File: src/c2pu_pkg.sv
`timescale 1ns / 1ps
// ----------------------------------------------------------------------------
// c2pu_pkg
// Types and constants shared by the 2bpp pixel unpacker modules.
// ----------------------------------------------------------------------------
package c2pu_pkg;

    localparam int XY_W        = 11;
    localparam int COORD_BITS  = 11;
    localparam int CFG_INDEX_W = 3;
    localparam int CFG_DATA_W  = 22;
    localparam int PIX_PER_BYTE = 4;
    localparam int Q_DEPTH     = 2;

    // Screen coordinates wrap at COORD_BITS, then fit the output field.
    localparam logic [XY_W-1:0] COORD_MASK = XY_W'((1 << COORD_BITS) - 1);

    typedef enum logic [CFG_INDEX_W-1:0] {
        REG_IMAGE_WIDTH   = 3'd0,
        REG_IMAGE_HEIGHT  = 3'd1,
        REG_ORIGIN_X      = 3'd2,
        REG_ORIGIN_Y      = 3'd3,
        REG_SCREEN_WIDTH  = 3'd4,
        REG_SCREEN_HEIGHT = 3'd5,
        REG_STRIP_MODE    = 3'd6,
        REG_STRIP_BAND    = 3'd7
    } cfg_index_t;

    typedef enum logic [2:0] {
        STRIP_NONE          = 3'd0,
        STRIP_LAND_CCW      = 3'd1,
        STRIP_LAND_CW       = 3'd2,
        STRIP_PORTRAIT      = 3'd3,
        STRIP_PORTRAIT_INV  = 3'd4
    } strip_mode_t;

    typedef struct packed {
        logic [10:0]        image_width;
        logic [10:0]        image_height;
        logic signed [11:0] origin_x;
        logic signed [11:0] origin_y;
        logic [10:0]        screen_width;
        logic [10:0]        screen_height;
        logic [2:0]         strip_mode;
        logic [21:0]        strip_band;
    } cfg_t;

    typedef struct packed {
        logic [XY_W-1:0] left;
        logic [XY_W-1:0] right;
        logic [XY_W-1:0] top;
        logic [XY_W-1:0] bottom;
    } window_t;

    // One classified byte waiting for the back end.
    typedef struct packed {
        logic [7:0]              pixels;
        logic [PIX_PER_BYTE-1:0] mask;
        logic [XY_W-1:0]         x_base;
        logic [XY_W-1:0]         y;
    } q_entry_t;

endpackage

File: src/c2pu_cfg.sv
`timescale 1ns / 1ps
// ----------------------------------------------------------------------------
// c2pu_cfg
// Configuration registers and the derived image-local clip window.
// ----------------------------------------------------------------------------
module c2pu_cfg
    import c2pu_pkg::*;
#(
    parameter int PANEL_HEIGHT = 480
) (
    input  logic                   aclk,
    input  logic                   aresetn,
    input  logic                   cfg_we,
    input  logic [CFG_INDEX_W-1:0] cfg_index,
    input  logic [CFG_DATA_W-1:0]  cfg_data,
    output cfg_t                   cfg,
    output window_t                window,
    output logic                   cfg_busy
);

    cfg_t    cfg_reg, cfg_next;
    window_t window_reg, window_next;
    logic    busy_reg;

    logic signed [13:0] ox, oy, iw, ih, sw, sh, s0, s1, h;
    logic signed [13:0] x0, x1, y0, y1;

    function automatic logic signed [13:0] mx(input logic signed [13:0] a,
                                              input logic signed [13:0] b);
        return (a > b) ? a : b;
    endfunction

    function automatic logic signed [13:0] mn(input logic signed [13:0] a,
                                              input logic signed [13:0] b);
        return (a < b) ? a : b;
    endfunction

    function automatic logic [XY_W-1:0] sat11(input logic signed [13:0] v);
        logic [XY_W-1:0] r;
        if (v < 14'sd0) begin
            r = '0;
        end else if (v > 14'sd2047) begin
            r = 11'd2047;
        end else begin
            r = v[XY_W-1:0];
        end
        return r;
    endfunction

    always_comb begin
        cfg_next = cfg_reg;
        if (cfg_we) begin
            case (cfg_index_t'(cfg_index))
                REG_IMAGE_WIDTH:   cfg_next.image_width   = cfg_data[10:0];
                REG_IMAGE_HEIGHT:  cfg_next.image_height  = cfg_data[10:0];
                REG_ORIGIN_X:      cfg_next.origin_x      = cfg_data[11:0];
                REG_ORIGIN_Y:      cfg_next.origin_y      = cfg_data[11:0];
                REG_SCREEN_WIDTH:  cfg_next.screen_width  = cfg_data[10:0];
                REG_SCREEN_HEIGHT: cfg_next.screen_height = cfg_data[10:0];
                REG_STRIP_MODE:    cfg_next.strip_mode    = cfg_data[2:0];
                REG_STRIP_BAND:    cfg_next.strip_band    = cfg_data[21:0];
                default:           cfg_next = cfg_reg;
            endcase
        end
    end

    // The window is registered from the configuration registers, so it follows them in the next cycle.
    always_comb begin
        ox = {{2{cfg_reg.origin_x[11]}}, cfg_reg.origin_x};
        oy = {{2{cfg_reg.origin_y[11]}}, cfg_reg.origin_y};
        iw = {3'b000, cfg_reg.image_width};
        ih = {3'b000, cfg_reg.image_height};
        sw = {3'b000, cfg_reg.screen_width};
        sh = {3'b000, cfg_reg.screen_height};
        s0 = {3'b000, cfg_reg.strip_band[10:0]};
        s1 = s0 + {3'b000, cfg_reg.strip_band[21:11]};
        h  = 14'(PANEL_HEIGHT);

        x0 = mx(14'sd0, -ox);
        y0 = mx(14'sd0, -oy);
        x1 = mn(iw, sw - ox);
        y1 = mn(ih, sh - oy);

        case (strip_mode_t'(cfg_reg.strip_mode))
            STRIP_LAND_CCW: begin
                y0 = mx(y0, s0 - oy);
                y1 = mn(y1, s1 - oy);
            end
            STRIP_LAND_CW: begin
                y0 = mx(y0, h - s1 - oy);
                y1 = mn(y1, h - s0 - oy);
            end
            STRIP_PORTRAIT: begin
                x0 = mx(x0, h - s1 - ox);
                x1 = mn(x1, h - s0 - ox);
            end
            STRIP_PORTRAIT_INV: begin
                x0 = mx(x0, s0 - ox);
                x1 = mn(x1, s1 - ox);
            end
            default: begin
            end
        endcase

        window_next.left   = sat11(x0);
        window_next.right  = sat11(x1);
        window_next.top    = sat11(y0);
        window_next.bottom = sat11(y1);
    end

    always_ff @(posedge aclk) begin
        if (!aresetn) begin
            cfg_reg.image_width   <= 11'd1;
            cfg_reg.image_height  <= 11'd1;
            cfg_reg.origin_x      <= '0;
            cfg_reg.origin_y      <= '0;
            cfg_reg.screen_width  <= 11'd800;
            cfg_reg.screen_height <= 11'd480;
            cfg_reg.strip_mode    <= STRIP_NONE;
            cfg_reg.strip_band    <= '0;
            window_reg.left       <= '0;
            window_reg.right      <= 11'd1;
            window_reg.top        <= '0;
            window_reg.bottom     <= 11'd1;
            busy_reg              <= 1'b0;
        end else begin
            cfg_reg    <= cfg_next;
            window_reg <= window_next;
            busy_reg   <= cfg_we;
        end
    end

    assign cfg      = cfg_reg;
    assign window   = window_reg;
    assign cfg_busy = busy_reg;

endmodule

File: src/c2pu_front.sv
`timescale 1ns / 1ps
// ----------------------------------------------------------------------------
// c2pu_front
// Accepts packed bytes, tracks the image position and marks visible pixels.
// ----------------------------------------------------------------------------
module c2pu_front
    import c2pu_pkg::*;
(
    input  logic       aclk,
    input  logic       aresetn,
    input  logic       s_valid,
    output logic       s_ready,
    input  logic [7:0] s_packed_byte,
    input  cfg_t       cfg,
    input  window_t    window,
    input  logic       cfg_busy,
    input  logic       cfg_we,
    input  logic       q_full,
    output logic       q_push,
    output q_entry_t   q_data
);

    logic [8:0]  byte_in_row_reg, byte_in_row_next;
    logic [10:0] row_index_reg, row_index_next;

    logic                    accept;
    logic                    row_vis;
    logic [XY_W-1:0]         col0;
    logic [XY_W-1:0]         col;
    logic [PIX_PER_BYTE-1:0] mask;
    logic [9:0]              bpr;
    logic [11:0]             bpr_sum;

    assign s_ready = !cfg_busy && !q_full;
    assign accept  = s_valid && s_ready;

    always_comb begin
        col0    = {byte_in_row_reg, 2'b00};
        row_vis = (row_index_reg >= window.top) && (row_index_reg < window.bottom);
        for (int k = 0; k < PIX_PER_BYTE; k++) begin
            col     = col0 + XY_W'(k);
            mask[k] = row_vis && (col < cfg.image_width) && (col >= window.left)
                      && (col < window.right);
        end
    end

    assign q_push        = accept && (|mask);
    assign q_data.pixels = s_packed_byte;
    assign q_data.mask   = mask;
    assign q_data.x_base = cfg.origin_x[XY_W-1:0] + col0;
    assign q_data.y      = cfg.origin_y[XY_W-1:0] + row_index_reg;

    always_comb begin
        bpr_sum          = {1'b0, cfg.image_width} + 12'd3;
        bpr              = bpr_sum[11:2];
        byte_in_row_next = byte_in_row_reg;
        row_index_next   = row_index_reg;
        if (cfg_we) begin
            byte_in_row_next = '0;
            row_index_next   = '0;
        end else if (accept) begin
            if ({1'b0, byte_in_row_reg} + 10'd1 >= bpr) begin
                byte_in_row_next = '0;
                if ({1'b0, row_index_reg} + 12'd1 >= {1'b0, cfg.image_height}) begin
                    row_index_next = '0;
                end else begin
                    row_index_next = row_index_reg + 11'd1;
                end
            end else begin
                byte_in_row_next = byte_in_row_reg + 9'd1;
            end
        end
    end

    always_ff @(posedge aclk) begin
        if (!aresetn) begin
            byte_in_row_reg <= '0;
            row_index_reg   <= '0;
        end else begin
            byte_in_row_reg <= byte_in_row_next;
            row_index_reg   <= row_index_next;
        end
    end

endmodule

File: src/c2pu_queue.sv
`timescale 1ns / 1ps
// ----------------------------------------------------------------------------
// c2pu_queue
// Short queue of classified bytes between the front and back ends.
// ----------------------------------------------------------------------------
module c2pu_queue
    import c2pu_pkg::*;
(
    input  logic     aclk,
    input  logic     aresetn,
    input  logic     push,
    input  q_entry_t push_data,
    input  logic     pop,
    output q_entry_t head,
    output logic     full,
    output logic     empty
);

    localparam int PTR_W = (Q_DEPTH > 1) ? $clog2(Q_DEPTH) : 1;
    localparam int CNT_W = $clog2(Q_DEPTH + 1);

    q_entry_t          entry_reg [Q_DEPTH];
    logic [PTR_W-1:0]  wr_ptr_reg, wr_ptr_next;
    logic [PTR_W-1:0]  rd_ptr_reg, rd_ptr_next;
    logic [CNT_W-1:0]  count_reg, count_next;
    logic              do_push, do_pop;

    assign full    = (count_reg == CNT_W'(Q_DEPTH));
    assign empty   = (count_reg == '0);
    assign do_push = push && !full;
    assign do_pop  = pop && !empty;
    assign head    = entry_reg[rd_ptr_reg];

    always_comb begin
        wr_ptr_next = wr_ptr_reg;
        rd_ptr_next = rd_ptr_reg;
        count_next  = count_reg;
        if (do_push) begin
            wr_ptr_next = (wr_ptr_reg == PTR_W'(Q_DEPTH - 1)) ? '0 : wr_ptr_reg + 1'b1;
        end
        if (do_pop) begin
            rd_ptr_next = (rd_ptr_reg == PTR_W'(Q_DEPTH - 1)) ? '0 : rd_ptr_reg + 1'b1;
        end
        if (do_push && !do_pop) begin
            count_next = count_reg + 1'b1;
        end else if (do_pop && !do_push) begin
            count_next = count_reg - 1'b1;
        end
    end

    always_ff @(posedge aclk) begin
        if (do_push) begin
            entry_reg[wr_ptr_reg] <= push_data;
        end
    end

    always_ff @(posedge aclk) begin
        if (!aresetn) begin
            wr_ptr_reg <= '0;
            rd_ptr_reg <= '0;
            count_reg  <= '0;
        end else begin
            wr_ptr_reg <= wr_ptr_next;
            rd_ptr_reg <= rd_ptr_next;
            count_reg  <= count_next;
        end
    end

endmodule

File: src/c2pu_back.sv
`timescale 1ns / 1ps
// ----------------------------------------------------------------------------
// c2pu_back
// Emits the visible pixels of the queued byte, one a cycle while m_ready does not
// stall it, into the output register.
// ----------------------------------------------------------------------------
module c2pu_back
    import c2pu_pkg::*;
(
    input  logic            aclk,
    input  logic            aresetn,
    input  q_entry_t        head,
    input  logic            q_empty,
    output logic            q_pop,
    output logic            m_valid,
    input  logic            m_ready,
    output logic [XY_W-1:0] m_screen_x,
    output logic [XY_W-1:0] m_screen_y,
    output logic [1:0]      m_gray_level,
    output logic            m_last_of_byte
);

    logic [PIX_PER_BYTE-1:0] done_reg, done_next;
    logic                    valid_reg, valid_next;
    logic [XY_W-1:0]         x_reg, x_next;
    logic [XY_W-1:0]         y_reg, y_next;
    logic [1:0]              gray_reg, gray_next;
    logic                    last_reg, last_next;

    logic                    advance;
    logic [PIX_PER_BYTE-1:0] pending;
    logic [PIX_PER_BYTE-1:0] sel_bit;
    logic [1:0]              sel;
    logic                    is_last;

    assign advance = !valid_reg || m_ready;
    assign pending = head.mask & ~done_reg;

    // Leftmost remaining pixel goes first.
    always_comb begin
        sel = '0;
        for (int k = PIX_PER_BYTE - 1; k >= 0; k--) begin
            if (pending[k]) begin
                sel = 2'(k);
            end
        end
        sel_bit = PIX_PER_BYTE'(1) << sel;
        is_last = ((pending & ~sel_bit) == '0);
    end

    always_comb begin
        done_next  = done_reg;
        valid_next = valid_reg;
        x_next     = x_reg;
        y_next     = y_reg;
        gray_next  = gray_reg;
        last_next  = last_reg;
        q_pop      = 1'b0;
        if (advance) begin
            valid_next = !q_empty;
            if (!q_empty) begin
                x_next    = (head.x_base + XY_W'(sel)) & COORD_MASK;
                y_next    = head.y & COORD_MASK;
                gray_next = head.pixels[3'd6 - {sel, 1'b0} +: 2];
                last_next = is_last;
                if (is_last) begin
                    q_pop     = 1'b1;
                    done_next = '0;
                end else begin
                    done_next = done_reg | sel_bit;
                end
            end
        end
    end

    always_ff @(posedge aclk) begin
        if (!aresetn) begin
            done_reg  <= '0;
            valid_reg <= 1'b0;
        end else begin
            done_reg  <= done_next;
            valid_reg <= valid_next;
        end
    end

    always_ff @(posedge aclk) begin
        x_reg    <= x_next;
        y_reg    <= y_next;
        gray_reg <= gray_next;
        last_reg <= last_next;
    end

    assign m_valid        = valid_reg;
    assign m_screen_x     = x_reg;
    assign m_screen_y     = y_reg;
    assign m_gray_level   = gray_reg;
    assign m_last_of_byte = last_reg;

endmodule

File: src/clipped_2bpp_pixel_unpacker.sv
`timescale 1ns / 1ps
// With the back end idle, an accepted byte is written into the queue and its first
// visible pixel is then loaded from the queue head into the output register.
// Throughput: one pixel per cycle from the single output register while m_ready does
// not stall it; a byte yields as many pixels as it has visible (0 to 4). Bytes with no
// visible pixel are taken one per cycle while the queue has room and cfg_busy is low.
// Reset: registers return to their reset values and the image position to zero;
// after any register write, input is held off for one cycle while the window updates.
// ----------------------------------------------------------------------------
// clipped_2bpp_pixel_unpacker
// Unpacks 2bpp image bytes into clipped screen pixels with coordinates.
// ----------------------------------------------------------------------------
module clipped_2bpp_pixel_unpacker
    import c2pu_pkg::*;
#(
    parameter int PANEL_HEIGHT = 480
) (
    input  logic                   aclk,
    input  logic                   aresetn,
    input  logic                   cfg_we,
    input  logic [CFG_INDEX_W-1:0] cfg_index,
    input  logic [CFG_DATA_W-1:0]  cfg_data,
    input  logic                   s_valid,
    output logic                   s_ready,
    input  logic [7:0]             s_packed_byte,
    output logic                   m_valid,
    input  logic                   m_ready,
    output logic [XY_W-1:0]        m_screen_x,
    output logic [XY_W-1:0]        m_screen_y,
    output logic [1:0]             m_gray_level,
    output logic                   m_last_of_byte
);

    cfg_t     cfg;
    window_t  window;
    logic     cfg_busy;
    logic     q_push, q_pop, q_full, q_empty;
    q_entry_t q_in, q_head;

    c2pu_cfg #(
        .PANEL_HEIGHT(PANEL_HEIGHT)
    ) u_cfg (
        .aclk     (aclk),
        .aresetn  (aresetn),
        .cfg_we   (cfg_we),
        .cfg_index(cfg_index),
        .cfg_data (cfg_data),
        .cfg      (cfg),
        .window   (window),
        .cfg_busy (cfg_busy)
    );

    c2pu_front u_front (
        .aclk         (aclk),
        .aresetn      (aresetn),
        .s_valid      (s_valid),
        .s_ready      (s_ready),
        .s_packed_byte(s_packed_byte),
        .cfg          (cfg),
        .window       (window),
        .cfg_busy     (cfg_busy),
        .cfg_we       (cfg_we),
        .q_full       (q_full),
        .q_push       (q_push),
        .q_data       (q_in)
    );

    c2pu_queue u_queue (
        .aclk     (aclk),
        .aresetn  (aresetn),
        .push     (q_push),
        .push_data(q_in),
        .pop      (q_pop),
        .head     (q_head),
        .full     (q_full),
        .empty    (q_empty)
    );

    c2pu_back u_back (
        .aclk          (aclk),
        .aresetn       (aresetn),
        .head          (q_head),
        .q_empty       (q_empty),
        .q_pop         (q_pop),
        .m_valid       (m_valid),
        .m_ready       (m_ready),
        .m_screen_x    (m_screen_x),
        .m_screen_y    (m_screen_y),
        .m_gray_level  (m_gray_level),
        .m_last_of_byte(m_last_of_byte)
    );

endmodule
File: config.mk
export PLATFORM = sky130hd
export DESIGN_NAME = clipped_2bpp_pixel_unpacker
export DESIGN_NICKNAME = d
export VERILOG_FILES = /design/src/c2pu_pkg.sv /design/src/c2pu_cfg.sv /design/src/c2pu_front.sv /design/src/c2pu_queue.sv /design/src/c2pu_back.sv /design/src/clipped_2bpp_pixel_unpacker.sv
export SDC_FILE = /design/constraint.sdc
export NUM_CORES = 1
export LEC_CHECK = 0
export ABC_AREA = 0
export CAP_MARGIN = 10
export CORE_ASPECT_RATIO = 1.2
export CORE_MARGIN = 3
export CORE_UTILIZATION = 55
export CTS_CLUSTER_SIZE = 8
export DETAILED_ROUTE_END_ITERATION = 10
export DONT_BUFFER_PORTS = 1
export HOLD_SLACK_MARGIN = 0.06
export PLACE_DENSITY = 0.71
export SETUP_SLACK_MARGIN = 0.2
export SLEW_MARGIN = 20
export SYNTH_ARGS = -nofsm -noshare
export SYNTH_HDL_FRONTEND = slang
export SYNTH_HIERARCHICAL = 1
export SYNTH_SLANG_ARGS = --single-unit
File: constraint.sdc
create_clock -name aclk -period 12.45 [get_ports aclk]
set_input_delay 0.6225 -clock aclk [delete_from_list [all_inputs] [get_ports aclk]]
set_output_delay 0.6225 -clock aclk [all_outputs]
set_load 0.01 [all_outputs]
==> impl_metrics.py <==
metrics = {
    "place": {
        "gp_congestion": 1.00,
        "dp.cells": 3267,
        "detailed_place_hpwl_mm": 60.0,
        "port_buffers": 0,
    },
    "critical_path": {
        "start_kind": "flip-flop",
        "crit_buf_inv": 1,
        "rr_worst_depth": 25,
        "r2r-start": "u_cfg/cfg[1]",
        "cp.depth": 25,
        "cp_max_fo": 11,
        "cp_slowest_stage_delay_ns": 0.84,
        "worstPathArrival_ns": 8.16,
        "path_common_cell": "ha_1",
        "endpoint": "u_cfg/window[14]",
        "r2r-end": "u_cfg/window[14]",
        "cp-startpoint": "u_cfg/cfg[1]",
        "crit_family": "compound AO/OA/AOI/OAI gates",
        "required_ns": 12.81,
        "crit_type": "flip-flop to flip-flop",
        "cp_slowest_cell": "a311oi_2",
        "ff2ff_setup_slack_ns": 4.65,
        "cp-end-kind": "flip-flop",
    },
    "grt": {
        "grtUsageMet2_pct": 56.1,
        "globalRoute.totalOverflow": 0,
        "grt_pass1_wl_mm": 116,
        "grt_pass1_vias": 20896,
        "track_usage_pct": 32.4,
        "top_usage_layer": "met2",
        "use_met3_pct": 4.77,
        "met1_usage_pct": 39.1,
        "antenna_found_initial": 1,
        "grt_max_degree": 51,
    },
    "pwr": {
        "total_power_mw": 2.91,
        "peakVddDrop_mv": 0.133,
        "leakage_nw": 10.1,
        "cellPowerDensity_nw_per_um2": 116,
    },
    "yosys": {
        "ys_warn_count": 6,
        "seq_area_frac_synth_pct": 26.2,
        "yosys.area.top_type_share_pct": 19.0,
        "synthDistinctLibCells": 108,
        "async_flop_share_pct": 0,
        "ys_ff_latch": 261,
        "synth_ff_type": "dfxtp_1",
        "syn_area_sq_um": 23500,
        "synth.avg_cell_area_sq_um": 8.44,
        "netlist_instances": 2781,
        "synth_top_cell_by_area": "ha_1",
        "synth_edf_count": 93,
        "synth_area_leaders": "ha_1, dfxtp_1, edfxtp_1",
    },
    "cells_and_area": {
        "nNetsFinal": 3170,
        "multi_input_area_sq_um": 16300,
        "final_cells": 3333,
        "largest_reg_flops": 93,
        "drive_gt1_share_pct": 6.42,
        "num_antenna_cells": 0,
        "area_delta_synth_final_pct": 6.85,
        "seq_area_sq_um": 6160,
        "n_fill_cell": 3713,
    },
    "clocking": {
        "cts_made_buffers": 39,
        "clock_latency_ns": 0.55,
        "clock_tree.root_cell": "clkbuf_16",
        "clock_sinks": 261,
        "cts_buffer_depth": 3,
        "ctsResizeCount": 0,
        "ctsHoldBuffers": 0,
        "post_cts_buffers": 0,
        "clk_pin_slew_ns": 0.07,
        "tritoncts": "built",
        "htreeDepth": 2,
    },
    "sta": {
        "worstMarginPinSlew_ns": 1.13,
        "setup_violations": 0,
        "max_freq_ghz": 0.128,
        "finalSetupTns_ns": 0,
        "fin_crit_sh_pct": 62.7,
        "final-hold-violation-count": 0,
        "fin_worst_skew_ns": 0.0351,
        "slew_headroom_pct": 24.4,
        "rsz0062_at_grt": "false",
        "post-route-min-period_ns": 7.80,
        "drv_slew": 0,
    },
    "detailed_routing": {
        "wl_per_cell_um": 22.5,
        "via_count": 21239,
        "dr.first_iter.drc_count": 1879,
        "drc_errors": 0,
        "drtPass1Iterations": 6,
        "ant_nets": 0,
        "vias_per_cell": 6.37,
        "drt-total-wl_mm": 75.0,
    },
    "die": {
        "die_w_um": 195,
        "rows": 82,
        "io_pins": 65,
        "die_h_um": 232,
        "start_util_pct": 55.9,
        "coreArea_sq_um": 42000,
        "dieArea_sq_um": 45200,
    },
    "run_status": {
        "outcome": "finished, final reports clean",
    },
    "job": {
        "cap_violations": 0,
    },
    "min_path": {
        "hold_path.class": "input pin to flip-flop",
    },
}
## metal layers
| metal | routed length, um | share of wire [%] |
|---|---|---|
| met4 | 4390 | 5.9 |
| met2 | 35400 | 47 |
| met3 | 5240 | 7.0 |
| met5 | 0 | 0 |
| met1 | 29900 | 40 |
## worst reg2reg max path, cell delays in order, from the launching register on
cell       delay (ns)
dfxtp_1          0.61
ha_1             0.31
a21o_1           0.17
a211o_1          0.31
a2111oi_0        0.57
nor2_1           0.13
xnor2_1          0.58
and4_1           0.33
nand2_1          0.08
xnor2_1          0.29
ha_1             0.37
a21o_1           0.19
a21oi_1          0.22
nand2_1          0.09
a31o_4           0.23
xor2_1           0.17
inv_1            0.06
ha_1             0.31
a211oi_1         0.23
o21ai_0          0.12
o211ai_1         0.11
a41oi_1          0.30
nor2_1           0.58
nor3_1           0.15
a311oi_2         0.84
a41oi_1          0.25
## how the worst min path moves through the flow
stage                    endpoint  cells after the start     startpoint
finish              u_cfg/cfg[44]                      1        aresetn
global route        u_cfg/cfg[32]                      1        aresetn
CTS                 u_cfg/cfg[44]                      1        aresetn
detailed placement  u_cfg/cfg[36]                      2  u_cfg/cfg[36]
global placement    u_cfg/cfg[25]                      2  u_cfg/cfg[25]
floorplan           u_cfg/cfg[25]                      2  u_cfg/cfg[25]
## where the power goes
part,total [mW],switching (mW),internal (mW)
Clock,1.01,0.399,0.609
Sequential,0.988,0.0390,0.949
Combinational,0.916,0.567,0.349
## area by class of cell
type	instances	area share [%]
clock buffers	63	4.46
repair buffers	13	0.389
clock inverters	3	0.120
flip-flops and latches	261	24.6
multi-input cells	2258	64.9
well taps	546	2.72
inverters	189	2.83
## kinds of logic after synthesis
kind of cell	after synthesis	share of synthesized area [%]
buffers and inverters	265	4.59
adders and majority gates	372	20.3
muxes	52	2.42
other	1	0.0160
xor gates and xnor gates	173	6.46
and+or+nand+nor	918	19.0
DFF	261	26.2
AOI/OAI and AO/OA	739	21.0
## cells in the mapped netlist, types with 9 or more instances
library cell  instances
ha_1                356
nand2_1             350
a21oi_1             227
inv_1               187
dfxtp_1             168
nor2_1              155
xnor2_1             118
o21ai_0             114
edfxtp_1             93
nand3_1              79
nor3_1               55
xor2_1               55
nor2b_1              53
nand2b_1             51
a21o_1               49
clkbuf_1             46
a211oi_1             40
o21a_1               40
a31oi_1              37
mux2_2               37
o211ai_1             26
or2_2                23
nand4_1              22
or3_1                21
and3_1               19
and2_1               17
buf_4                15
o22ai_1              15
fa_1                 14
mux2i_1              14
a221oi_1             13
o31ai_1              13
and4_1               12
nor3b_1              12
nor4_1               12
o21bai_1             12
a21boi_0             11
a41oi_1              10
buf_2                 9
o2111ai_1             9
o21ai_1               9
o221ai_1              9
o31a_1                9
## stage by stage
stage	worst slack (ns)	area [sq um]	hold slack [ns]	util (%)
final	4.65	25100	0.167	59.8
after global placement	4.83	23900	0.446	57.0
after global routing	4.05	25100	0.155	59.8
after CTS	4.71	25100	0.145	59.7
after floorplan	6.30	23500	0.436	-
after detailed placement	4.72	23900	0.450	57.0
## cell usage in the layout (no fill, tap or decap), types with 55 or more instances in the layout
cell type | Yosys | routed
edfxtp_1 | 93 | 93
nand2_1 | 350 | 350
dfxtp_1 | 168 | 168
ha_1 | 356 | 356
xor2_1 | 55 | 55
a21oi_1 | 227 | 227
nand3_1 | 79 | 79
nor2_1 | 155 | 154
o21ai_0 | 114 | 114
inv_1 | 187 | 186
xnor2_1 | 118 | 118
No activity file was read; power rests on OpenSTA's default activity.
